$ cat src/design/rsps_pkg.sv
// Shared types, constants and width helpers for the ray-sphere pixel shader.
package rsps_pkg;

  localparam int COORD_FRAC_BITS_DEF  = 12;
  localparam int PIXEL_INDEX_BITS_DEF = 10;

  localparam int CFG_IDX_W  = 3;
  localparam int CFG_DATA_W = 16;

  typedef enum logic [CFG_IDX_W-1:0] {
    CFG_IMG_COLS      = 3'd0,
    CFG_IMG_ROWS      = 3'd1,
    CFG_PIXEL_PITCH   = 3'd2,
    CFG_SPHERE_X      = 3'd3,
    CFG_SPHERE_Y      = 3'd4,
    CFG_SPHERE_Z      = 3'd5,
    CFG_SPHERE_RADIUS = 3'd6
  } cfg_reg_e;

  localparam logic [10:0] RST_IMG_COLS      = 11'd400;
  localparam logic [10:0] RST_IMG_ROWS      = 11'd225;
  localparam logic [15:0] RST_PIXEL_PITCH   = 16'd583;
  localparam logic [15:0] RST_SPHERE_X      = 16'h0000;
  localparam logic [15:0] RST_SPHERE_Y      = 16'h0000;
  localparam logic [15:0] RST_SPHERE_Z      = 16'hF000;
  localparam logic [14:0] RST_SPHERE_RADIUS = 15'd2048;

  localparam int YA_W    = 17;
  localparam int QUOT_W  = 17;
  localparam int COLOR_W = 8;

  localparam logic [17:0] A_ONE      = 18'd65536;
  localparam logic [18:0] RV_BASE    = 19'd262144;
  localparam logic [20:0] GV_BASE    = 21'd1310720;
  localparam logic [17:0] COLOR_MUL  = 18'd255999;
  localparam logic [18:0] RED_RECIP  = 19'd268436;
  localparam logic [22:0] GRN_RECIP  = 23'd6871948;

  typedef struct packed {
    logic [10:0] cols;
    logic [10:0] rows;
    logic [15:0] pixel_pitch;
  } view_t;

  typedef struct packed {
    logic signed [15:0] sx;
    logic signed [15:0] sy;
    logic signed [15:0] sz;
    logic               s_neg;
    logic [31:0]        s_mag;
  } sph_t;

  typedef struct packed {
    logic            hit;
    logic            neg;
    logic [YA_W-1:0] ya;
  } side_t;

  typedef struct packed {
    logic               hit;
    logic [COLOR_W-1:0] blue;
    logic [COLOR_W-1:0] green;
    logic [COLOR_W-1:0] red;
  } pix_t;

  function automatic int max2(input int a, input int b);
    return (a > b) ? a : b;
  endfunction

  // radicand width of |d|^2, rounded up to an even count
  function automatic int sq_width(input int frac);
    int w;
    w = max2(31, 2 * frac) + 2;
    return w + (w % 2);
  endfunction

endpackage

$ cat src/design/rsps_isqrt.sv
// Pipelined integer square root, one root bit per stage.
module rsps_isqrt #(
  parameter int QW = rsps_pkg::sq_width(rsps_pkg::COORD_FRAC_BITS_DEF)
) (
  input  logic              clk_i,
  input  logic              rst_ni,
  input  logic              en_i,
  input  logic              valid_i,
  input  logic [QW-1:0]     q_i,
  input  rsps_pkg::side_t   side_i,
  output logic              valid_o,
  output logic [QW/2-1:0]   root_o,
  output rsps_pkg::side_t   side_o
);
  import rsps_pkg::*;

  localparam int NS = QW / 2;

  logic [NS-1:0] v_q;
  logic [QW-1:0] rad_p [NS], rad_d [NS], rad_q [NS];
  logic [NS-1:0] rem_p [NS], rem_d [NS], rem_q [NS];
  logic [NS-1:0] root_p [NS], root_d [NS], root_q [NS];
  side_t         side_p [NS], side_q [NS];
  logic [NS+1:0] remsh [NS], trial [NS];

  always_comb begin
    for (int k = 0; k < NS; k++) begin
      if (k == 0) begin
        rad_p[k]  = q_i;
        rem_p[k]  = '0;
        root_p[k] = '0;
        side_p[k] = side_i;
      end else begin
        rad_p[k]  = rad_q[k-1];
        rem_p[k]  = rem_q[k-1];
        root_p[k] = root_q[k-1];
        side_p[k] = side_q[k-1];
      end
      remsh[k] = {rem_p[k], rad_p[k][QW-1 -: 2]};
      trial[k] = {root_p[k], 2'b01};
      rad_d[k] = rad_p[k] << 2;
      if (remsh[k] >= trial[k]) begin
        rem_d[k]  = NS'(remsh[k] - trial[k]);
        root_d[k] = {root_p[k][NS-2:0], 1'b1};
      end else begin
        rem_d[k]  = NS'(remsh[k]);
        root_d[k] = {root_p[k][NS-2:0], 1'b0};
      end
    end
  end

  always_ff @(posedge clk_i or negedge rst_ni) begin
    if (!rst_ni) begin
      v_q <= '0;
    end else if (en_i) begin
      v_q <= {v_q[NS-2:0], valid_i};
    end
  end

  always_ff @(posedge clk_i) begin
    if (en_i) begin
      for (int k = 0; k < NS; k++) begin
        rad_q[k]  <= rad_d[k];
        rem_q[k]  <= rem_d[k];
        root_q[k] <= root_d[k];
        side_q[k] <= side_p[k];
      end
    end
  end

  assign valid_o = v_q[NS-1];
  assign root_o  = root_q[NS-1];
  assign side_o  = side_q[NS-1];

endmodule

$ cat config.mk
export PLATFORM = sky130hd
export DESIGN_NAME = rsps_isqrt
export DESIGN_NICKNAME = d
export VERILOG_FILES = /design/src/design/rsps_pkg.sv /design/src/design/rsps_isqrt.sv
export SDC_FILE = /design/constraint.sdc
export NUM_CORES = 1
export LEC_CHECK = 0
export BUFFER_PORTS_ARGS = -buffer_cell sky130_fd_sc_hd__buf_2
export CAP_MARGIN = 30
export CORE_MARGIN = 2
export CORE_UTILIZATION = 60
export CTS_CLUSTER_SIZE = 16
export DETAILED_ROUTE_END_ITERATION = 6
export GPL_TIMING_DRIVEN = 0
export PLACE_DENSITY_LB_ADDON = 0.1
export SYNTH_ARGS = -nofsm -noshare
export SYNTH_HDL_FRONTEND = slang
export SYNTH_SLANG_ARGS = --single-unit
$ cat constraint.sdc
create_clock -name clk_i -period 3.2 [get_ports clk_i]
set_clock_uncertainty 0.2 [all_clocks]
set_input_delay 0.64 -clock clk_i [delete_from_list [all_inputs] [get_ports clk_i]]
set_output_delay 0.64 -clock clk_i [all_outputs]
set_load 0.005 [all_outputs]
# Word level (Yosys, flattened, before mapping)
# Memory sizes are Yosys's and may differ from the RTL's.
# Cells that the tools add are included.
[totals]
word_cells = 75
mem_count = 4
output_inout_bits = 37
ramBits = 1445
in_bits = 57
reg_bits = 17
[op_classes]
addsub = 17
n_lt_le_gt_ge = 17
n_mux = 36
[memory_table]
columns = ["memory", "words", "width", "read_ports", "rd_clocked_by_memory_dff", "write_ports", "line", "rtl"]
rows = [
  ["rad_q", 17, 32, 16, 0, 17, "rsps_isqrt.sv:20", "logic [QW-1:0] rad_p [NS], rad_d [NS], rad_q [NS];"],
  ["side_q", 17, 19, 17, 0, 17, "rsps_isqrt.sv:23", "side_t side_p [NS], side_q [NS];"],
  ["rem_q", 17, 17, 16, 0, 17, "rsps_isqrt.sv:21", "logic [NS-1:0] rem_p [NS], rem_d [NS], rem_q [NS];"],
  ["root_q", 17, 17, 17, 0, 17, "rsps_isqrt.sv:22", "logic [NS-1:0] root_p [NS], root_d [NS], root_q [NS];"],
]
[op_table]
columns = ["operator", "count"]
rows = [
  ["greater-or-equal comparator 19 bit", 16],
  ["2-to-1 mux 17 bit", 17],
  ["subtractor 17 bit", 16],
  ["2-to-1 mux 1 bit", 19],
  ["subtractor 2 x 1 -> 3 bit, second input constant", 1],
  ["greater-or-equal comparator 2 x 1 -> 1 bit, second input constant", 1],
]

# Depth between registers and ports, before layout
# An unclocked memory read counts as a cell.
[logic_depth]
ltp_word = 3
ltp_mapped = 11
ltp_nobuf = 8

# Worst setup path after synthesis
# No wires, ideal clock.
[synth_path]
kind = "register to register"
from = "memory rem_q[0][188] (netlist name)"
to = "memory rem_q[0][215] (netlist name) (data pin)"
path_buffers = 1
path_stages_with_launch = 9
setup_time_ps = 260
setup_slack_ps = 286
synth_period_minus_slack_ps = 2914
required_ps = 2740
arrival_ps = 2454
cell_sequence = "edfxtp_1 ha_1 o21a_1 a2bb2oi_2 a311o_1 a21oi_2 o2bb2ai_2 buf_6 mux2_2"
[synth_rtl]
columns = ["item", "line"]
rows = [
  ["start: declaration", "rsps_isqrt.sv:21"],
]

==> reports/qor.yml <==
antenna_found_initial: 3
ys.flop_type: "edfxtp_1"
synthTopCellsByArea: "edfxtp_1 71%, ha_1 5.0%, mux2_2 2.3%, xnor2_1 1.9%, inv_1 1.8%"
pwr-share-clk: 0.354
gp_congestion: 0.946
synth_top_area_frac: 0.712
synth_seq_cells: 1019
vias_per_cell: 5.67
clk_path_buf_depth: 3
startpoint_type: "register"
fin_crit_sh: 0.970
core_mm2: 0.0699
cts.sinks: 1019
n_antenna_cell: 0
clk_latency_ns: 0.70
grt_pass1_vias: 23266
seqPwrFrac: 0.509
hp-class: "in2reg"
wl_um: 77800
power_frac_comb: 0.137
worst_hold_slack_ns: 0.0819
htree_levels: 3
arrival_ns: 3.29
firstDrtPassIters: 5
switching_power_uw: 8330
synth.most_common_cell: "edfxtp_1"
grt_max_degree: 141
grt_usage: 0.213
yosysSeqAreaShare: 0.722
path_clk_slew_ns: 0.06
setup_viol: 0
wl_per_cell_um: 19.4
outcome: "complete, no violations"
ant_nets: 0
worst_slew_pin_slew_ns: 0.740
ir_drop_mv: 0.615
synth_edf_count: 1002
synth_commonest_cells: "1002 x edfxtp_1, 201 x inv_1, 170 x ha_1"
die_w_um: 269
dp.final_hpwl_um: 48000
io_buffers: 93
final_hold_viol_count: 0
async_flop_share: 0.0167
p_per_area_mw_per_mm2: 693
max_cap_violations: 0
min_period_ns: 3.10
switching_share: 0.249
synth_warnings: 0
synth_area_mm2: 0.0423
syn_avg_cell_area_um2: 15.5
clk_root_buffer_cell: "clkbuf_16"
postSynthCellCount: 2733
relSlewSlack: 0.503
intPower_uw: 25100
grt_pass1_wl_um: 123000
cp.required_ns: 3.39
max_freq_mhz: 322
syn_nets: 2960
dieArea_mm2: 0.0726
pin_count: 94
cts_made_buffers: 99
synth_area_leader_cell: "edfxtp_1"
drv_slew: 0
synthToLayoutAreaGrowth_pct: 14.2
rsz0062_at_grt: "no"
die_h_um: 269
critPathMaxFanout: 10
p_leak_uw: 0.0181
gr-total-overflow: 0
fin_nets: 3223
p_total_uw: 33500
rows: 97
cts_tree: "built"
drive_gt1_frac: 0.138
drc: 0
dr_total_vias: 22753
initial_core_util: 0.605
stdcell_count: 4013
dp_cells: 3774
drt_first_iter_violations: 1683
cp-end-kind: "register"
path_class: "reg2reg"
synthDistinctLibCells: 94
[layout by cell type (no fill, tap or decap), drive strengths merged, types with 22 or more instances in the layout]
cell / n
or3: 26
nand2: 111
a21oi: 119
o21a: 40
mux2: 94
clkinv: 51
nor3: 61
nand3: 37
dlygate4sd3: 53
inv: 202
ha: 170
o21ai: 105
xor2: 71
xnor2: 92
nor4: 34
a21o: 45
edfxtp: 1002
a211oi: 22
nor2: 147
buf: 126
clkbuf: 134
[path summary, 6_finish.rpt]
path | depth (start not counted) | slack (ns) | start | end
worst max-delay path | 10 | 0.1 | root_q[0][224] | rem_q[0][251]
worst max register to register | 10 | 0.1 | root_q[0][224] | rem_q[0][251]
max in group asynchronous | 2 | 2.32 | rst_ni | v_q[9]
worst min-delay path | 2 | 0.08 | q_i[32] | rem_q[0][0]
worst min register to register | 0 | 0.18 | rad_q[0][279] | rad_q[0][313]
min in group asynchronous | 2 | 0.18 | rst_ni | v_q[8]
[routing by layer]
metal | global-route usage | routed length [µm] | vias to the layer above
met4 | 0.0722 | 2350 | 0
met2 | 0.372 | 39700 | 517
met5 | 0 | 0 | -
met1 | 0.275 | 32700 | 11199
li1 | - | - | 10881
met3 | 0.0319 | 3070 | 156
[area by class of cell]
| cell class | count | area (µm²) |
|---|---|---|
| buffer | 38 | 206 |
| fill | 4585 | 21600 |
| multi-input combinational | 1470 | 10900 |
| sequential | 1019 | 30500 |
| timing repair buffer | 166 | 1360 |
| inverter | 202 | 758 |
| clock inverter | 68 | 816 |
| clock buffer | 110 | 2520 |
| tap | 940 | 1180 |
[power by group through the flow]
| stage | logic [µW] | clock network [µW] | registers, µW |
|---|---|---|---|
| 2_1_floorplan | 3210 | 0 | 16900 |
| 4_1_cts | 4510 | 12100 | 17000 |
| 5_1_grt | 5100 | 12600 | 17100 |
| 6_report | 4590 | 11800 | 17000 |
| 3_5_place_dp | 4370 | 0 | 17200 |
| 3_3_place_gp | 4210 | 0 | 17600 |
[cells by family (layout without fill, tap and decap cells)]
family	Yosys count	count (layout)	share of synthesized area
buffers and inverters	244	584	0.0229
and+or+nand+nor	578	578	0.0716
AOI/OAI and AO/OA	451	451	0.0709
adders and majority gates	170	170	0.0503
xor gates and xnor gates	163	163	0.0338
other	1	1	0.0000887
DFF	1019	1019	0.722
muxes	107	107	0.0287
[metrics by stage]
| stage | cell area (µm²) | TNS (ns) | setup slack (ns) | utilization |
|---|---|---|---|---|
| 2_1_floorplan | 42300 | 0 | 0.286 | - |
| 3_3_place_gp | 43900 | - | -13.52 | 0.628 |
| 3_5_place_dp | 44100 | -114.11 | -0.745 | 0.631 |
| 4_1_cts | 48100 | 0 | 0.0149 | 0.688 |
| 5_1_grt | 48300 | 0 | 0.00615 | 0.690 |
| 6_report | 48300 | 0 | 0.0967 | 0.690 |
[registers in the layout, indices dropped and copies added, names as in the netlist]
name and cells:
side_q 323, rad_q 272, rem_q 254, root_q 153
v_q 17
[critical path: stages (launching register included)]
cell and delay (ns):
edfxtp_1 0.41, inv_1 0.08, ha_2 0.31, or3_4 0.40
a211oi_4 0.26, a211oi_4 0.11, nor3b_2 0.21, o31a_1 0.14
buf_4 0.18, buf_8 0.17, mux2_2 0.37
[timing repair]
action,CTS,global route
hold buffers,53,0
cloned,1,1
buffers inserted,3,7
gates resized for setup,11,19
endpoints found under the hold margin,69,0
pin swaps,2,3
endpoints found under the setup margin,163,186
Note: power is estimated with default switching activity, not from simulation.
