===== src/design/rsps_pkg.sv =====
// Shared types, constants and width helpers for the ray-sphere pixel shader.
package rsps_pkg;

  localparam int COORD_FRAC_BITS_DEF  = 12;
  localparam int PIXEL_INDEX_BITS_DEF = 10;

  localparam int CFG_IDX_W  = 3;
  localparam int CFG_DATA_W = 16;

  typedef enum logic [CFG_IDX_W-1:0] {
    CFG_IMG_COLS      = 3'd0,
    CFG_IMG_ROWS      = 3'd1,
    CFG_PIXEL_PITCH   = 3'd2,
    CFG_SPHERE_X      = 3'd3,
    CFG_SPHERE_Y      = 3'd4,
    CFG_SPHERE_Z      = 3'd5,
    CFG_SPHERE_RADIUS = 3'd6
  } cfg_reg_e;

  localparam logic [10:0] RST_IMG_COLS      = 11'd400;
  localparam logic [10:0] RST_IMG_ROWS      = 11'd225;
  localparam logic [15:0] RST_PIXEL_PITCH   = 16'd583;
  localparam logic [15:0] RST_SPHERE_X      = 16'h0000;
  localparam logic [15:0] RST_SPHERE_Y      = 16'h0000;
  localparam logic [15:0] RST_SPHERE_Z      = 16'hF000;
  localparam logic [14:0] RST_SPHERE_RADIUS = 15'd2048;

  localparam int YA_W    = 17;
  localparam int QUOT_W  = 17;
  localparam int COLOR_W = 8;

  localparam logic [17:0] A_ONE      = 18'd65536;
  localparam logic [18:0] RV_BASE    = 19'd262144;
  localparam logic [20:0] GV_BASE    = 21'd1310720;
  localparam logic [17:0] COLOR_MUL  = 18'd255999;
  localparam logic [18:0] RED_RECIP  = 19'd268436;
  localparam logic [22:0] GRN_RECIP  = 23'd6871948;

  typedef struct packed {
    logic [10:0] cols;
    logic [10:0] rows;
    logic [15:0] pixel_pitch;
  } view_t;

  typedef struct packed {
    logic signed [15:0] sx;
    logic signed [15:0] sy;
    logic signed [15:0] sz;
    logic               s_neg;
    logic [31:0]        s_mag;
  } sph_t;

  typedef struct packed {
    logic            hit;
    logic            neg;
    logic [YA_W-1:0] ya;
  } side_t;

  typedef struct packed {
    logic               hit;
    logic [COLOR_W-1:0] blue;
    logic [COLOR_W-1:0] green;
    logic [COLOR_W-1:0] red;
  } pix_t;

  function automatic int max2(input int a, input int b);
    return (a > b) ? a : b;
  endfunction

  // radicand width of |d|^2, rounded up to an even count
  function automatic int sq_width(input int frac);
    int w;
    w = max2(31, 2 * frac) + 2;
    return w + (w % 2);
  endfunction

endpackage


===== src/design/rsps_shade.sv =====
// Sky gradient and hit color, then a two-entry output queue.
module rsps_shade (
  input  logic                        clk_i,
  input  logic                        rst_ni,
  input  logic                        valid_i,
  input  logic [rsps_pkg::QUOT_W-1:0] quot_i,
  input  rsps_pkg::side_t             side_i,
  output logic                        en_o,
  output logic                        valid_o,
  input  logic                        ready_i,
  output rsps_pkg::pix_t              pix_o
);
  import rsps_pkg::*;

  logic [3:0]  v_q;
  logic [3:0]  hit_q;
  logic [17:0] a17_d, a17_q;
  logic [18:0] rv_q;
  logic [20:0] gv_q;
  logic [36:0] rp_q;
  logic [38:0] gp_q;
  logic [37:0] rm_q;
  logic [44:0] gm_q;
  pix_t        pix_d;
  pix_t        mem_q [2];
  logic        wp_q, rp_ptr_q;
  logic [1:0]  cnt_q;
  logic        push, pop;

  always_comb begin
    a17_d = side_i.neg ? (A_ONE - 18'(quot_i)) : (A_ONE + 18'(quot_i));
    pix_d.hit   = hit_q[3];
    pix_d.red   = hit_q[3] ? {COLOR_W{1'b1}} : rm_q[35:28];
    pix_d.green = hit_q[3] ? '0 : gm_q[43:36];
    pix_d.blue  = hit_q[3] ? '0 : {COLOR_W{1'b1}};
  end

  assign en_o = (cnt_q != 2'd2);
  assign push = en_o && v_q[3];
  assign pop  = (cnt_q != 2'd0) && ready_i;

  always_ff @(posedge clk_i or negedge rst_ni) begin
    if (!rst_ni) begin
      v_q      <= '0;
      wp_q     <= 1'b0;
      rp_ptr_q <= 1'b0;
      cnt_q    <= '0;
    end else begin
      if (en_o) v_q <= {v_q[2:0], valid_i};
      if (push) wp_q <= ~wp_q;
      if (pop) rp_ptr_q <= ~rp_ptr_q;
      cnt_q <= cnt_q + 2'(push) - 2'(pop);
    end
  end

  always_ff @(posedge clk_i) begin
    if (en_o) begin
      hit_q <= {hit_q[2:0], side_i.hit};
      a17_q <= a17_d;
      rv_q  <= RV_BASE - 19'(a17_q);
      gv_q  <= GV_BASE - 21'(a17_q) - 21'({a17_q, 1'b0});
      rp_q  <= 37'(rv_q) * 37'(COLOR_MUL);
      gp_q  <= 39'(gv_q) * 39'(COLOR_MUL);
      rm_q  <= 38'(rp_q[36:18]) * 38'(RED_RECIP);
      gm_q  <= 45'(gp_q[38:17]) * 45'(GRN_RECIP);
    end
    if (push) mem_q[wp_q] <= pix_d;
  end

  assign valid_o = (cnt_q != 2'd0);
  assign pix_o   = mem_q[rp_ptr_q];

endmodule


===== config.mk =====
export PLATFORM = sky130hd
export DESIGN_NAME = rsps_shade
export DESIGN_NICKNAME = d
export VERILOG_FILES = /design/src/design/rsps_pkg.sv /design/src/design/rsps_shade.sv
export SDC_FILE = /design/constraint.sdc
export NUM_CORES = 2
export LEC_CHECK = 0
export BUFFER_PORTS_ARGS = -buffer_cell sky130_fd_sc_hd__buf_4
export CORE_AREA = 4 4 416 213
export DETAILED_ROUTE_END_ITERATION = 12
export DIE_AREA = 0 0 420 217
export GPL_ROUTABILITY_DRIVEN = 0
export HOLD_SLACK_MARGIN = 0.08
export MAX_ROUTING_LAYER = met4
export PLACE_DENSITY_LB_ADDON = 0.15
export SYNTH_ARGS = -nofsm -noshare
export SYNTH_HDL_FRONTEND = slang
export SYNTH_SLANG_ARGS = --single-unit

===== constraint.sdc =====
create_clock -name clk_i -period 17.6 [get_ports clk_i]
set_input_delay 2.64 -clock clk_i [delete_from_list [all_inputs] [get_ports clk_i]]
set_output_delay 2.64 -clock clk_i [all_outputs]
set_load 0.1 [all_outputs]

# == Word level (Yosys, flattened, before mapping) ==
# Memories as Yosys holds them, arrays and structs flattened.
# Cells that the tools add are included.
# totals
regBits,222
mem_bits_rw,50
input_bits,40
out_inout_bits,27
wordCells,36
mem_count,1
# op_classes
n_addsub,7
multipliers,4
eq_ne,1
muxes,6
bitwise_logic,2
n_reduce_logical,3
# mem_list
memory,depth,word_bits,read_ports,rd_clocked_by_memory_dff,wr,line_no,source
mem_q,2,25,1,0,1,rsps_shade.sv:25,pix_t mem_q [2];
# op_table
op,n
"multiplier 22 x 21 -> 42 bit, second input constant",1
"multiplier 21 x 18 -> 39 bit, second input constant",1
"multiplier 19 x 18 -> 37 bit, second input constant",1
"multiplier 19 x 17 -> 34 bit, second input constant",1
two-way mux 8 bit,3
"subtractor 21 x 18 -> 21 bit, first input constant",1
subtractor 21 x 19 -> 21 bit,1
"subtractor 19 x 18 -> 19 bit, first input constant",1
"adder 17 x 17 -> 18 bit, first input constant",1
two-way mux 18 bit,1
"subtractor 17 x 17 -> 18 bit, first input constant",1
adder 2 x 1 -> 2 bit,1
logical AND 1 bit,2
two-way mux 1 bit,2
"!= test 2 bit, second input constant",1
inverter 1 bit,2
nonzero test 2 bit,1
subtractor 2 x 1 -> 2 bit,1

# == Longest topological paths before layout ==
# depth
depth_word,4
ltp_mapped,22
depth_no_buf,22

# == Worst setup path before layout ==
# Ideal clock, no wire load.
# synth_timing
path_type,flip-flop to output port
start,register cnt_q[1]
end,output port en_o
arrival_time_ns,4.604
required_ns,14.960
slack_ns,10.356
path_stages_with_launch,3
n_path_buf,1
cell_sequence,dfrtp_1 -> nand2b_1 -> clkbuf_1
# synth_between
elab_chain_len,1
# synth_lines
item,line_no,source
from (decl),rsps_shade.sv:27,logic [1:0] cnt_q;
from (signal assigned),rsps_shade.sv:52,cnt_q <= cnt_q + 2'(push) - 2'(pop);
!= test 2 bit,rsps_shade.sv:38,assign en_o = (cnt_q != 2'd2);
to (decl),rsps_shade.sv:8,"output logic en_o,"
# Every way passes these cells.

# == Worst setup path in the final report ==
# layout_timing
start,register rv_q[14]
end,register rp_q[31] (data pin)
# layout_between
elab_chain_len,1
# layout_lines
item,line_no,source
from (decl),rsps_shade.sv:18,logic [18:0] rv_q;
from (signal assigned),rsps_shade.sv:60,rv_q <= RV_BASE - 19'(a17_q);
multiplier 19 x 18 -> 37 bit,rsps_shade.sv:62,rp_q <= 37'(rv_q) * 37'(COLOR_MUL);
to (signal assigned),rsps_shade.sv:62,
to (decl),rsps_shade.sv:20,logic [36:0] rp_q;
# Every way passes these cells.
# A chain may end at the register's enable or synchronous reset.

==> results.py <==
metrics = {
    "floorplan": {
        "pin_count": 67,
        "die_h_um": 217,
        "die_x_um": 420,
        "core.rowCount": 76,
        "initial_core_util_pct": 38.6,
        "coreArea_um2": 85100,
        "dieArea_um2": 91100,
    },
    "global_routing": {
        "grt_max_degree": 77,
        "grt_usage_pct": 19.2,
        "grt_pass1_wl_um": 130000,
        "grt_overflow": 0,
        "grt_pass1_vias": 21900,
        "antenna_found_initial": 0,
    },
    "clock_tree": {
        "cts_tree": "done",
        "cts-buffers-inserted": 17,
        "clockBufferDepth": 2,
        "clkLatencyLatePin_ns": 0.47,
        "hold_buffers": 0,
        "cts.sinks": 162,
        "cts_setup_buffers": 0,
        "cts_resized": 0,
        "path_clk_slew_ns": 0.09,
        "cts-htree-levels": 4,
        "clock-root-buffer": "clkbuf_16",
    },
    "setup_path": {
        "r2r_slack_ns": 10.70,
        "reg2reg_depth": 17,
        "crit_family": "adder cells",
        "critPathLaunch": "rv_q[14]$_DFFE_PN_",
        "critPathMostFrequentCell": "fa_1",
        "cp.depth": 17,
        "slowest_stage": "nor4_2",
        "crit_type": "reg2reg",
        "cpPeakStageDelay_ns": 0.85,
        "cp-start-kind": "flip-flop",
        "worstPathRequired_ns": 17.89,
        "r2r_start": "rv_q[14]$_DFFE_PN_",
        "worst_setup_path_end_kind": "flip-flop",
        "cp_cell_sequence": "fa_1 > fa_1 > inv_1 > fa_1 > fa_1 > fa_1 > fa_1 > inv_1 > ha_1 > and3_1 > nand2_1 > nor2_1 > nand2_1 > nor4_2 > o31ai_2 > o21bai_1 > xor2_1",
        "crit_buf_inv": 2,
        "crit_arrival_ns": 7.19,
        "r2r_end": "rp_q[31]$_DFFE_PN_",
        "critPathCapture": "rp_q[31]$_DFFE_PN_",
        "crit_path_max_fanout": 6,
    },
    "routing": {
        "remaining_drc_errors": 0,
        "finalWirelength_um": 81000,
        "final_antenna_net_count": 0,
        "vias": 20200,
        "drtIter0Drc": 1421,
        "routed_via_density": 4.78,
        "wl_per_cell_um": 19.1,
        "dr.pass1.iters": 5,
    },
    "logic_synthesis": {
        "yosysSeqAreaShare_pct": 14.7,
        "async_reset_ff_share_pct": 4.94,
        "synth_enable_flop_cells": 154,
        "avgSynthCellArea_um2": 10.8,
        "netlist_area_um2": 32800,
        "synth_cells": 3030,
        "synth_ff_type": "edfxtp_1",
        "synth_cell_type_count": 74,
        "ys.warnings.count": 0,
        "syn_nets": 4292,
        "yosys_register_bits": 162,
    },
    "timing": {
        "finalSetupTns_ns": 0,
        "setup_viol": 0,
        "max_freq_ghz": 0.145,
        "slew_viol_final": 0,
        "worst_slew_pin_slew_ns": 1.13,
        "clock_skew_ns": 0.0199,
        "hold_violations": 0,
        "rsz0062_at_grt": "false",
        "period_share_pct": 39.2,
        "relSlewSlack_pct": 24.3,
        "final.min_clock_period_ns": 6.90,
    },
    "hold_path": {
        "hp-start": "hit_q[0]$_DFFE_PN_",
        "hold_path.class": "reg2reg",
    },
    "flow_run": {
        "drv_cap": 0,
    },
    "place": {
        "portBuffers": 49,
        "hpwl_um": 72400,
    },
    "finish": {
        "syn_to_final_growth_pct": 7.05,
        "nNetsFinal": 4348,
        "diodes": 0,
        "drive_above_1_share_pct": 4.58,
        "fill_cells": 8111,
    },
    "outcome": {
        "status": "finished clean",
    },
}
synth_stat cells, drive strengths merged (4+ instances only):
cell	n	area, µm²
and3	17	106
and4	5	43.8
and2	10	65.1
a21o	46	345
a311oi	4	53.8
o211ai	6	50.1
mux2	22	248
o31ai	9	86.3
o21ai	38	190
buf	7	52.6
a21oi	67	339
clkbuf	8	30.0
dfrtp	8	200
a2111oi	4	66.3
ha	616	7710
nor2	59	221
fa	606	12100
inv	974	3660
o21a	13	97.6
nand2	54	203
nor3	22	110
xnor2	87	762
nor2b	20	125
nand2b	9	56.3
nand3	28	145
a211o	4	35.0
xor2	26	228
o21bai	13	97.6
nand4	14	87.6
edfxtp	154	4620
a211oi	8	65.1
a31oi	13	93.8
or2	13	81.3
metrics by stage:
stage / worst slack, ns / area [µm²] / std cells / hold WS [ns] / util, %
floorplan: 10.36 / 32800 / 3030 / 0.400 / -
CTS: 10.69 / 35200 / 4230 / 0.444 / 41.3
global route: 10.26 / 35200 / 4230 / 0.445 / 41.3
finish: 10.70 / 35200 / 4230 / 0.432 / 41.3
detailed placement: 10.73 / 34600 / 4198 / 0.405 / 40.6
global placement: 10.79 / 34600 / 4198 / 0.409 / 40.6
flip-flops by register name, summed over array words and instances, names as in the netlist, 8 cells and up:
signal,flops
rv_q,19
mem_q,36
gv_q,20
rm_q,8
rp_q,19
a17_q,18
gp_q,22
gm_q,8
logic make-up after synthesis:
logic type,synth area share (%)
simple gates,4.03
fa+ha+maj,60.4
flops,14.7
buf+inv,11.4
xor+xnor,3.01
compound gates,5.61
mux,0.846
cells in the final DEF, fill, tap and decap left out, types with 46 or more instances in the layout:
master    count
buf_4        52
xnor2_1      87
fa_1        606
nand2_1      54
ha_1        616
a21o_1       46
edfxtp_1    154
inv_1       974
nor2_1       59
a21oi_1      66
per-layer routing:
layer	up-vias	part of all wire [%]	GRT usage (%)
met5	-	0	-
met1	10200	58	32.8
met2	476	33	21.8
met3	26	8.4	5.65
li1	9545	-	-
met4	0	0.41	1.72
cell type report:
| class | instances | area [µm²] | share of cell area, % |
|---|---|---|---|
| clock buffers | 17 | 425 | 1.21 |
| clock inverters | 15 | 160 | 0.456 |
| inverters | 974 | 3660 | 10.4 |
| multi-input cells | 1879 | 24300 | 69.1 |
| flip-flops and latches | 162 | 4820 | 13.7 |
| well taps | 1131 | 1420 | 4.03 |
| repair buffers | 52 | 390 | 1.11 |
how the worst min path moves through the flow:
stage                          to  slack (ns)  cells after the start
6_report       hit_q[1]$_DFFE_PN_        0.43                      0
5_1_grt        hit_q[1]$_DFFE_PN_        0.44                      0
4_1_cts        hit_q[1]$_DFFE_PN_        0.44                      0
3_5_place_dp   hit_q[3]$_DFFE_PN_        0.40                      0
3_3_place_gp   hit_q[1]$_DFFE_PN_        0.41                      0
2_1_floorplan  hit_q[1]$_DFFE_PN_        0.40                      0
Power is left out: the tool's default activity adds up to more than one toggle a clock period on the data nets, which glitch-free logic cannot reach.
