`config.mk`:
```
export PLATFORM = sky130hd
export DESIGN_NAME = rsps_div
export DESIGN_NICKNAME = d
export VERILOG_FILES = /design/src/design/rsps_pkg.sv /design/src/design/rsps_div.sv
export SDC_FILE = /design/constraint.sdc
export NUM_CORES = 1
export LEC_CHECK = 0
export BUFFER_PORTS_ARGS = -buffer_cell sky130_fd_sc_hd__buf_2
export CAP_MARGIN = 20
export CORE_MARGIN = 2
export CORE_UTILIZATION = 55
export DETAILED_ROUTE_END_ITERATION = 7
export GPL_TIMING_DRIVEN = 1
export PLACE_DENSITY = 0.79
export SETUP_SLACK_MARGIN = 0.5
export SLEW_MARGIN = 20
export SYNTH_ARGS = -nofsm -noshare
export SYNTH_HDL_FRONTEND = slang
export SYNTH_SLANG_ARGS = --single-unit
```
`constraint.sdc`:
```
create_clock -name clk_i -period 4.6 [get_ports clk_i]
set_clock_uncertainty 0.15 [all_clocks]
set_input_delay 0.23 -clock clk_i [delete_from_list [all_inputs] [get_ports clk_i]]
set_output_delay 0.23 -clock clk_i [all_outputs]
set_load 0.005 [all_outputs]
```
`src/design/rsps_pkg.sv`:
```
// Shared types, constants and width helpers for the ray-sphere pixel shader.
package rsps_pkg;

  localparam int COORD_FRAC_BITS_DEF  = 12;
  localparam int PIXEL_INDEX_BITS_DEF = 10;

  localparam int CFG_IDX_W  = 3;
  localparam int CFG_DATA_W = 16;

  typedef enum logic [CFG_IDX_W-1:0] {
    CFG_IMG_COLS      = 3'd0,
    CFG_IMG_ROWS      = 3'd1,
    CFG_PIXEL_PITCH   = 3'd2,
    CFG_SPHERE_X      = 3'd3,
    CFG_SPHERE_Y      = 3'd4,
    CFG_SPHERE_Z      = 3'd5,
    CFG_SPHERE_RADIUS = 3'd6
  } cfg_reg_e;

  localparam logic [10:0] RST_IMG_COLS      = 11'd400;
  localparam logic [10:0] RST_IMG_ROWS      = 11'd225;
  localparam logic [15:0] RST_PIXEL_PITCH   = 16'd583;
  localparam logic [15:0] RST_SPHERE_X      = 16'h0000;
  localparam logic [15:0] RST_SPHERE_Y      = 16'h0000;
  localparam logic [15:0] RST_SPHERE_Z      = 16'hF000;
  localparam logic [14:0] RST_SPHERE_RADIUS = 15'd2048;

  localparam int YA_W    = 17;
  localparam int QUOT_W  = 17;
  localparam int COLOR_W = 8;

  localparam logic [17:0] A_ONE      = 18'd65536;
  localparam logic [18:0] RV_BASE    = 19'd262144;
  localparam logic [20:0] GV_BASE    = 21'd1310720;
  localparam logic [17:0] COLOR_MUL  = 18'd255999;
  localparam logic [18:0] RED_RECIP  = 19'd268436;
  localparam logic [22:0] GRN_RECIP  = 23'd6871948;

  typedef struct packed {
    logic [10:0] cols;
    logic [10:0] rows;
    logic [15:0] pixel_pitch;
  } view_t;

  typedef struct packed {
    logic signed [15:0] sx;
    logic signed [15:0] sy;
    logic signed [15:0] sz;
    logic               s_neg;
    logic [31:0]        s_mag;
  } sph_t;

  typedef struct packed {
    logic            hit;
    logic            neg;
    logic [YA_W-1:0] ya;
  } side_t;

  typedef struct packed {
    logic               hit;
    logic [COLOR_W-1:0] blue;
    logic [COLOR_W-1:0] green;
    logic [COLOR_W-1:0] red;
  } pix_t;

  function automatic int max2(input int a, input int b);
    return (a > b) ? a : b;
  endfunction

  // radicand width of |d|^2, rounded up to an even count
  function automatic int sq_width(input int frac);
    int w;
    w = max2(31, 2 * frac) + 2;
    return w + (w % 2);
  endfunction

endpackage

```
`src/design/rsps_div.sv`:
```
// Pipelined restoring divider: |y| * 2^16 / |d|, one quotient bit per stage.
module rsps_div #(
  parameter int NS = rsps_pkg::sq_width(rsps_pkg::COORD_FRAC_BITS_DEF) / 2
) (
  input  logic                        clk_i,
  input  logic                        rst_ni,
  input  logic                        en_i,
  input  logic                        valid_i,
  input  logic [NS-1:0]               root_i,
  input  rsps_pkg::side_t             side_i,
  output logic                        valid_o,
  output logic [rsps_pkg::QUOT_W-1:0] quot_o,
  output rsps_pkg::side_t             side_o
);
  import rsps_pkg::*;

  logic [QUOT_W-1:0] v_q;
  logic [NS-1:0]     r_p [QUOT_W], r_q [QUOT_W];
  logic [NS-1:0]     rem_p [QUOT_W], rem_d [QUOT_W], rem_q [QUOT_W];
  logic [QUOT_W-1:0] quot_p [QUOT_W], quot_d [QUOT_W], quot_q [QUOT_W];
  side_t             side_p [QUOT_W], side_q [QUOT_W];
  logic              bit_p [QUOT_W];
  logic [NS:0]       remsh [QUOT_W];

  always_comb begin
    for (int k = 0; k < QUOT_W; k++) begin
      if (k == 0) begin
        r_p[k]    = root_i;
        rem_p[k]  = NS'(side_i.ya >> 1);
        quot_p[k] = '0;
        side_p[k] = side_i;
        bit_p[k]  = side_i.ya[0];
      end else begin
        r_p[k]    = r_q[k-1];
        rem_p[k]  = rem_q[k-1];
        quot_p[k] = quot_q[k-1];
        side_p[k] = side_q[k-1];
        bit_p[k]  = 1'b0;
      end
      remsh[k] = {rem_p[k], bit_p[k]};
      if (remsh[k] >= {1'b0, r_p[k]}) begin
        rem_d[k]  = NS'(remsh[k] - {1'b0, r_p[k]});
        quot_d[k] = {quot_p[k][QUOT_W-2:0], 1'b1};
      end else begin
        rem_d[k]  = NS'(remsh[k]);
        quot_d[k] = {quot_p[k][QUOT_W-2:0], 1'b0};
      end
    end
  end

  always_ff @(posedge clk_i or negedge rst_ni) begin
    if (!rst_ni) begin
      v_q <= '0;
    end else if (en_i) begin
      v_q <= {v_q[QUOT_W-2:0], valid_i};
    end
  end

  always_ff @(posedge clk_i) begin
    if (en_i) begin
      for (int k = 0; k < QUOT_W; k++) begin
        r_q[k]    <= r_p[k];
        rem_q[k]  <= rem_d[k];
        quot_q[k] <= quot_d[k];
        side_q[k] <= side_p[k];
      end
    end
  end

  assign valid_o = v_q[QUOT_W-1];
  assign quot_o  = quot_q[QUOT_W-1];
  assign side_o  = side_q[QUOT_W-1];

endmodule

```
Word-level counts from Yosys, hierarchy flattened
Memories as Yosys holds them, arrays and structs flattened.
Index checks and enable logic that the tools add are counted.
Word-level totals
  word-level logic and storage cells: 75
  output and inout port bits: 37
  input bits: 40
  bits in writable memories: 1190
  register bits after elaboration: 17
  memories kept: 4
Memory list
  side_q: words 17, width 19, read ports 17, clocked after Yosys merged registers in 0, wr ports 17, line rsps_div.sv:21  | side_t side_p [QUOT_W], side_q [QUOT_W];
  quot_q: words 17, width 17, read ports 17, clocked after Yosys merged registers in 0, wr ports 17, line rsps_div.sv:20  | logic [QUOT_W-1:0] quot_p [QUOT_W], quot_d [QUOT_W], quot_q [QUOT_W];
  r_q: words 17, width 17, read ports 16, clocked after Yosys merged registers in 0, wr ports 17, line rsps_div.sv:18  | logic [NS-1:0] r_p [QUOT_W], r_q [QUOT_W];
  rem_q: words 17, width 17, read ports 16, clocked after Yosys merged registers in 0, wr ports 17, line rsps_div.sv:19  | logic [NS-1:0] rem_p [QUOT_W], rem_d [QUOT_W], rem_q [QUOT_W];
Operators by class
  add/subtract/negate cells: 17
  $lt $le $gt $ge: 17
  multiplexer cells: 36
Operators by type and width (count)
  2-to-1 mux 17 bit: 17
  subtractor 17 bit: 17
  >= comparator 18 x 17 -> 1 bit: 16
  2-to-1 mux 1 bit: 19
  >= comparator 17 bit: 1

Depth between registers and ports, before layout
An unclocked memory read counts as a cell.
  word-level depth: 3
  gate-level depth with buffers: 12
  mapped depth without buffers: 11

Least setup slack after synthesis
OpenSTA, ideal clock, no wires.
  path kind: reg-to-reg
  from: memory rem_q[0][55] (netlist name)
  to: memory rem_q[0][77] (netlist name), data pin
  buffers on the path: 1
  stages on the path, launching flop included: 11
  library setup time: 260 ps
  data arrival time: 3005 ps
  period minus slack after synthesis: 3415 ps
  required time: 4190 ps
  setup slack: 1185 ps
  cell sequence: edfxtp_1 ha_1 a21oi_2 o21ai_1 or3_1 o22a_1 or2_1 o2111a_1 a2111oi_4 buf_6 mux2_4
RTL lines (line)
  from (decl): rsps_div.sv:19

==> metrics.log <==
INFO  metric synthXorXnorAreaFrac = 3.688%
INFO  metric power.ir.vdd_worst = between 300 and 400 uV
INFO  metric synth_enable_flop_cells = a little over 1000
INFO  metric cts_buffers = 104
INFO  metric cp_data_arrival_time = about 3.9 ns
INFO  metric yosys.area.top_type_share = a little under two thirds
INFO  metric tritoncts = yes
INFO  metric floorplan.initialDensity = a little under three fifths
INFO  metric violated_checks = negative hold slack
INFO  metric n_antenna_cell = 0
INFO  metric ys_types = 74
INFO  metric htree_num_levels = 3
INFO  metric clock_pin_slew_on_the_worst_setup_and_hold_paths = about 0.060 ns
INFO  metric grt_remaining_overflow = 0
INFO  metric synthFlopType = sky130_fd_sc_hd__edfxtp_1
INFO  metric yosys_warnings = 0
INFO  metric port_buffers = 76
INFO  metric place.gp.congestion = a little over 0.9
INFO  metric timing.slew.headroom = between 30 and 40%
INFO  metric hold_path_depth = 1
INFO  metric layout.nets = ~4000
INFO  metric post_synthesis_share_of_cell_area_spent_on_full_adders_half_adders_and_majority_gates = 8.180%
INFO  metric critical_path_peak_fanout = 17
INFO  metric summed_instance_area_of_the_synthesized_netlist = 47970 um2
INFO  metric critPathCaptureType = flip-flop
INFO  metric power-per-cell-area = about 640 nW/um2
INFO  metric dp.final_hpwl = roughly 59000 um
INFO  metric final-setup-viol-count = 0
INFO  metric die-area = ~90000 um2
INFO  metric drt_pre_antenna_iters = 6
INFO  metric synthesis.area_per_instance = between 10 and 15 um2
INFO  metric worst_path_required = between 4 and 5 ns
INFO  metric ioPinCount = 77
INFO  metric row_count = approximately 110
INFO  metric worst_r2r_path_depth = 10
INFO  metric yosys_register_bits = approximately 1000
INFO  metric synth_simple_gate_area_share = about 6.4%
INFO  metric criticalPathCategory = reg2reg
INFO  metric largest_family_of_logic_cells_by_synthesized_area = compound AO/OA/AOI/OAI gates
INFO  metric synth.area.mux_share = 4.171%
INFO  metric detailedRoute.firstIterationViolations = roughly 1900
INFO  metric grt_max_degree = between 100 and 150
INFO  metric max_slew.worst_pin.slew = about 1.0 ns
INFO  metric finalHoldViolations = 1
INFO  metric outcome = complete, but fails checks
INFO  metric synth_most_common_cell = sky130_fd_sc_hd__edfxtp_1
INFO  metric grt_setup_unrepaired = false
INFO  metric hold-worst-slack = -0.03165 ns
INFO  metric drv_slew = 0
INFO  metric clock_tree.buffer_depth = 3
INFO  metric routedWlPerCell = approximately 18 um
INFO  metric total_leakage_power = about 21 nW
INFO  metric detail_route.drc_violations = 0
INFO  metric worst_path_max_delay_cell = sky130_fd_sc_hd__fa_1
INFO  metric syn_nets = between 3000 and 4000
INFO  metric async_flop_share = 1.639%
INFO  metric detailroute.via_count = between 20000 and 30000
INFO  metric max_cap_violations = 0
INFO  metric clk_root_buffer_cell = sky130_fd_sc_hd__clkbuf_16
INFO  metric type_of_the_worst_min_delay_path = in2reg
INFO  metric routed_wl = 87990 um
INFO  metric crit_path_largest_cell_delay = about 0.5 ns
INFO  metric worstSetupStartpointType = flip-flop
INFO  metric tns = 0 ns
INFO  metric grt_antenna_before_repair = 0
INFO  metric layout.core_utilization = 62.29%
INFO  metric critical_path.cell_chain = fa_1, nand2b_1, a21boi_0, o21ai_0, a21oi_1, a41oi_1, o31a_1, o21ai_1, buf_4, mux2_2
INFO  metric synth-seq-area-share = about two thirds
INFO  metric vias_per_cell = approximately 5.6
INFO  metric post_synth_main_area_contributors = sky130_fd_sc_hd__edfxtp_1 64%, sky130_fd_sc_hd__ha_1 7.5%, sky130_fd_sc_hd__mux2_2 3.6%
INFO  metric core-area = 86620 um2
INFO  metric cts.sinks = 1037
INFO  metric postRouteAntennaNets = 0
INFO  metric first_global_vias = around 28000
INFO  metric die-height = ~300 um
INFO  metric grt_pass1_wl = about 140000 um
INFO  metric maximum_clock_frequency = roughly 0.27 GHz
INFO  metric post-route-min-period = around 3.7 ns
INFO  metric synthCells = about 3500
INFO  metric dieWidth = around 300 um
INFO  metric clock_insertion_delay_worst_skew = between 0.7 and 0.8 ns
INFO  metric post-route-period-util = between 80% and 90%
INFO  metric final_layout_size_suffix_gt1_share = between 10% and 20%
INFO  metric cts.repair.resized = 0
INFO  metric grt_usage = between 10% and 20%
INFO  metric syn2layout_area_growth = 12.49%
INFO  metric netlist_top_cells_count = 1020 x sky130_fd_sc_hd__edfxtp_1, 353 x sky130_fd_sc_hd__inv_1, 288 x sky130_fd_sc_hd__ha_1
INFO  metric synth_area_leader_cell = sky130_fd_sc_hd__edfxtp_1
INFO  metric synth_compound_gate_area_share = 9.646%
==> critical path: cells and delay by family, from the launching register on <==
family	cells	cell delay, ns
mux	1	0.37
buf+inv	1	0.30
simple gates	1	0.16
flops	1	0.47
compound gates	6	1.49
fa+ha+maj	1	0.50
==> cells in the final DEF, fill, tap and decap left out, types with 17 or more instances in the layout <==
cell type	instances
sky130_fd_sc_hd__a211oi_1	26
sky130_fd_sc_hd__a21o_1	75
sky130_fd_sc_hd__a21oi_1	200
sky130_fd_sc_hd__a31oi_1	25
sky130_fd_sc_hd__and2_1	17
sky130_fd_sc_hd__and3_1	19
sky130_fd_sc_hd__buf_2	75
sky130_fd_sc_hd__buf_4	33
sky130_fd_sc_hd__clkbuf_1	21
sky130_fd_sc_hd__clkbuf_16	106
sky130_fd_sc_hd__clkinv_1	23
sky130_fd_sc_hd__dfrtp_1	17
sky130_fd_sc_hd__dlygate4sd3_1	39
sky130_fd_sc_hd__edfxtp_1	1020
sky130_fd_sc_hd__ha_1	288
sky130_fd_sc_hd__inv_1	353
sky130_fd_sc_hd__mux2_2	155
sky130_fd_sc_hd__nand2_1	187
sky130_fd_sc_hd__nand2b_1	36
sky130_fd_sc_hd__nand3_1	35
sky130_fd_sc_hd__nand4_1	35
sky130_fd_sc_hd__nor2_1	158
sky130_fd_sc_hd__nor2b_1	44
sky130_fd_sc_hd__nor3_1	48
sky130_fd_sc_hd__o21a_1	44
sky130_fd_sc_hd__o21ai_0	190
sky130_fd_sc_hd__o21bai_1	27
sky130_fd_sc_hd__o31ai_1	33
sky130_fd_sc_hd__xnor2_1	124
sky130_fd_sc_hd__xor2_1	78
==> layer usage <==
| layer | up-vias | part of all wire, % | track usage [%] |
|---|---|---|---|
| li1 | 13400 | - | - |
| met5 | - | 0 | 0 |
| met2 | 695 | 54 | 37.25 |
| met3 | 208 | 4.2 | 2.914 |
| met4 | 0 | 3.7 | 8.440 |
| met1 | 13380 | 38 | 21.44 |
==> layout make-up <==
type / count / area (um2)
Clock buffer: 127 / 2731
Clock inverter: 63 / 790.8
Fill cell: 6181 / 32660
Inverter: 354 / 1329
Multi-Input combinational cell: 2053 / 15440
Sequential cell: 1037 / 31050
Tap cell: 1155 / 1445
Timing Repair Buffer: 155 / 1169
==> through the flow <==
stage	setup WS (ns)	cells	hold slack (ns)	area [um2]	total power [mW]
6_report	0.9045	4944	-0.03165	53960	34.70
5_1_grt	0.7808	4944	0.01198	53960	36.64
4_1_cts	0.9157	4944	0.02081	53960	34.82
3_5_place_dp	1.028	4715	0.01864	50050	25.91
3_3_place_gp	1.154	4715	0.005210	50050	25.45
2_1_floorplan	1.185	3491	-0.2156	47970	22.95
==> registers in the layout, summed over array words and instances, names as in the netlist <==
| register | count |
|---|---|
| side_q | 323 |
| v_q | 17 |
| rem_q | 272 |
| r_q | 272 |
| quot_q | 153 |
==> where the power goes <==
| group | total [mW] | internal [mW] | switching, mW |
|---|---|---|---|
| Clock | 8.65 | 5.13 | 3.52 |
| Combinational | 12.2 | 5.57 | 6.59 |
| Sequential | 13.9 | 13.0 | 0.930 |
| Total | 34.7 | 23.7 | 11.0 |
==> logic make-up (layout without fill, tap and decap cells) <==
family                     Yosys count  after routing
DFF                               1037           1037
AOI/OAI and AO/OA                  733            733
and+or+nand+nor                    637            637
buffers and inverters              401            699
adders and majority gates          304            304
xor gates and xnor gates           202            202
muxes                              177            177
==> final timing paths <==
kind / start / to / slack (ns)
worst max-delay path: r_q[0][102] / rem_q[0][121] / 0.90
worst min-delay path: en_i / side_q[0][264] / -0.03
worst max register to register: r_q[0][102] / rem_q[0][121] / 0.90
worst min register to register: side_q[0][224] / side_q[0][243] / 0.24
max in group asynchronous: rst_ni / v_q[0] / 3.31
min in group asynchronous: rst_ni / v_q[16] / 0.51
==> repair_timing <==
action	CTS	global route
hold buffers	39	0
buffers inserted	0	0
hold endpoints to repair	71	0
Note: power is estimated with default switching activity, not from simulation.
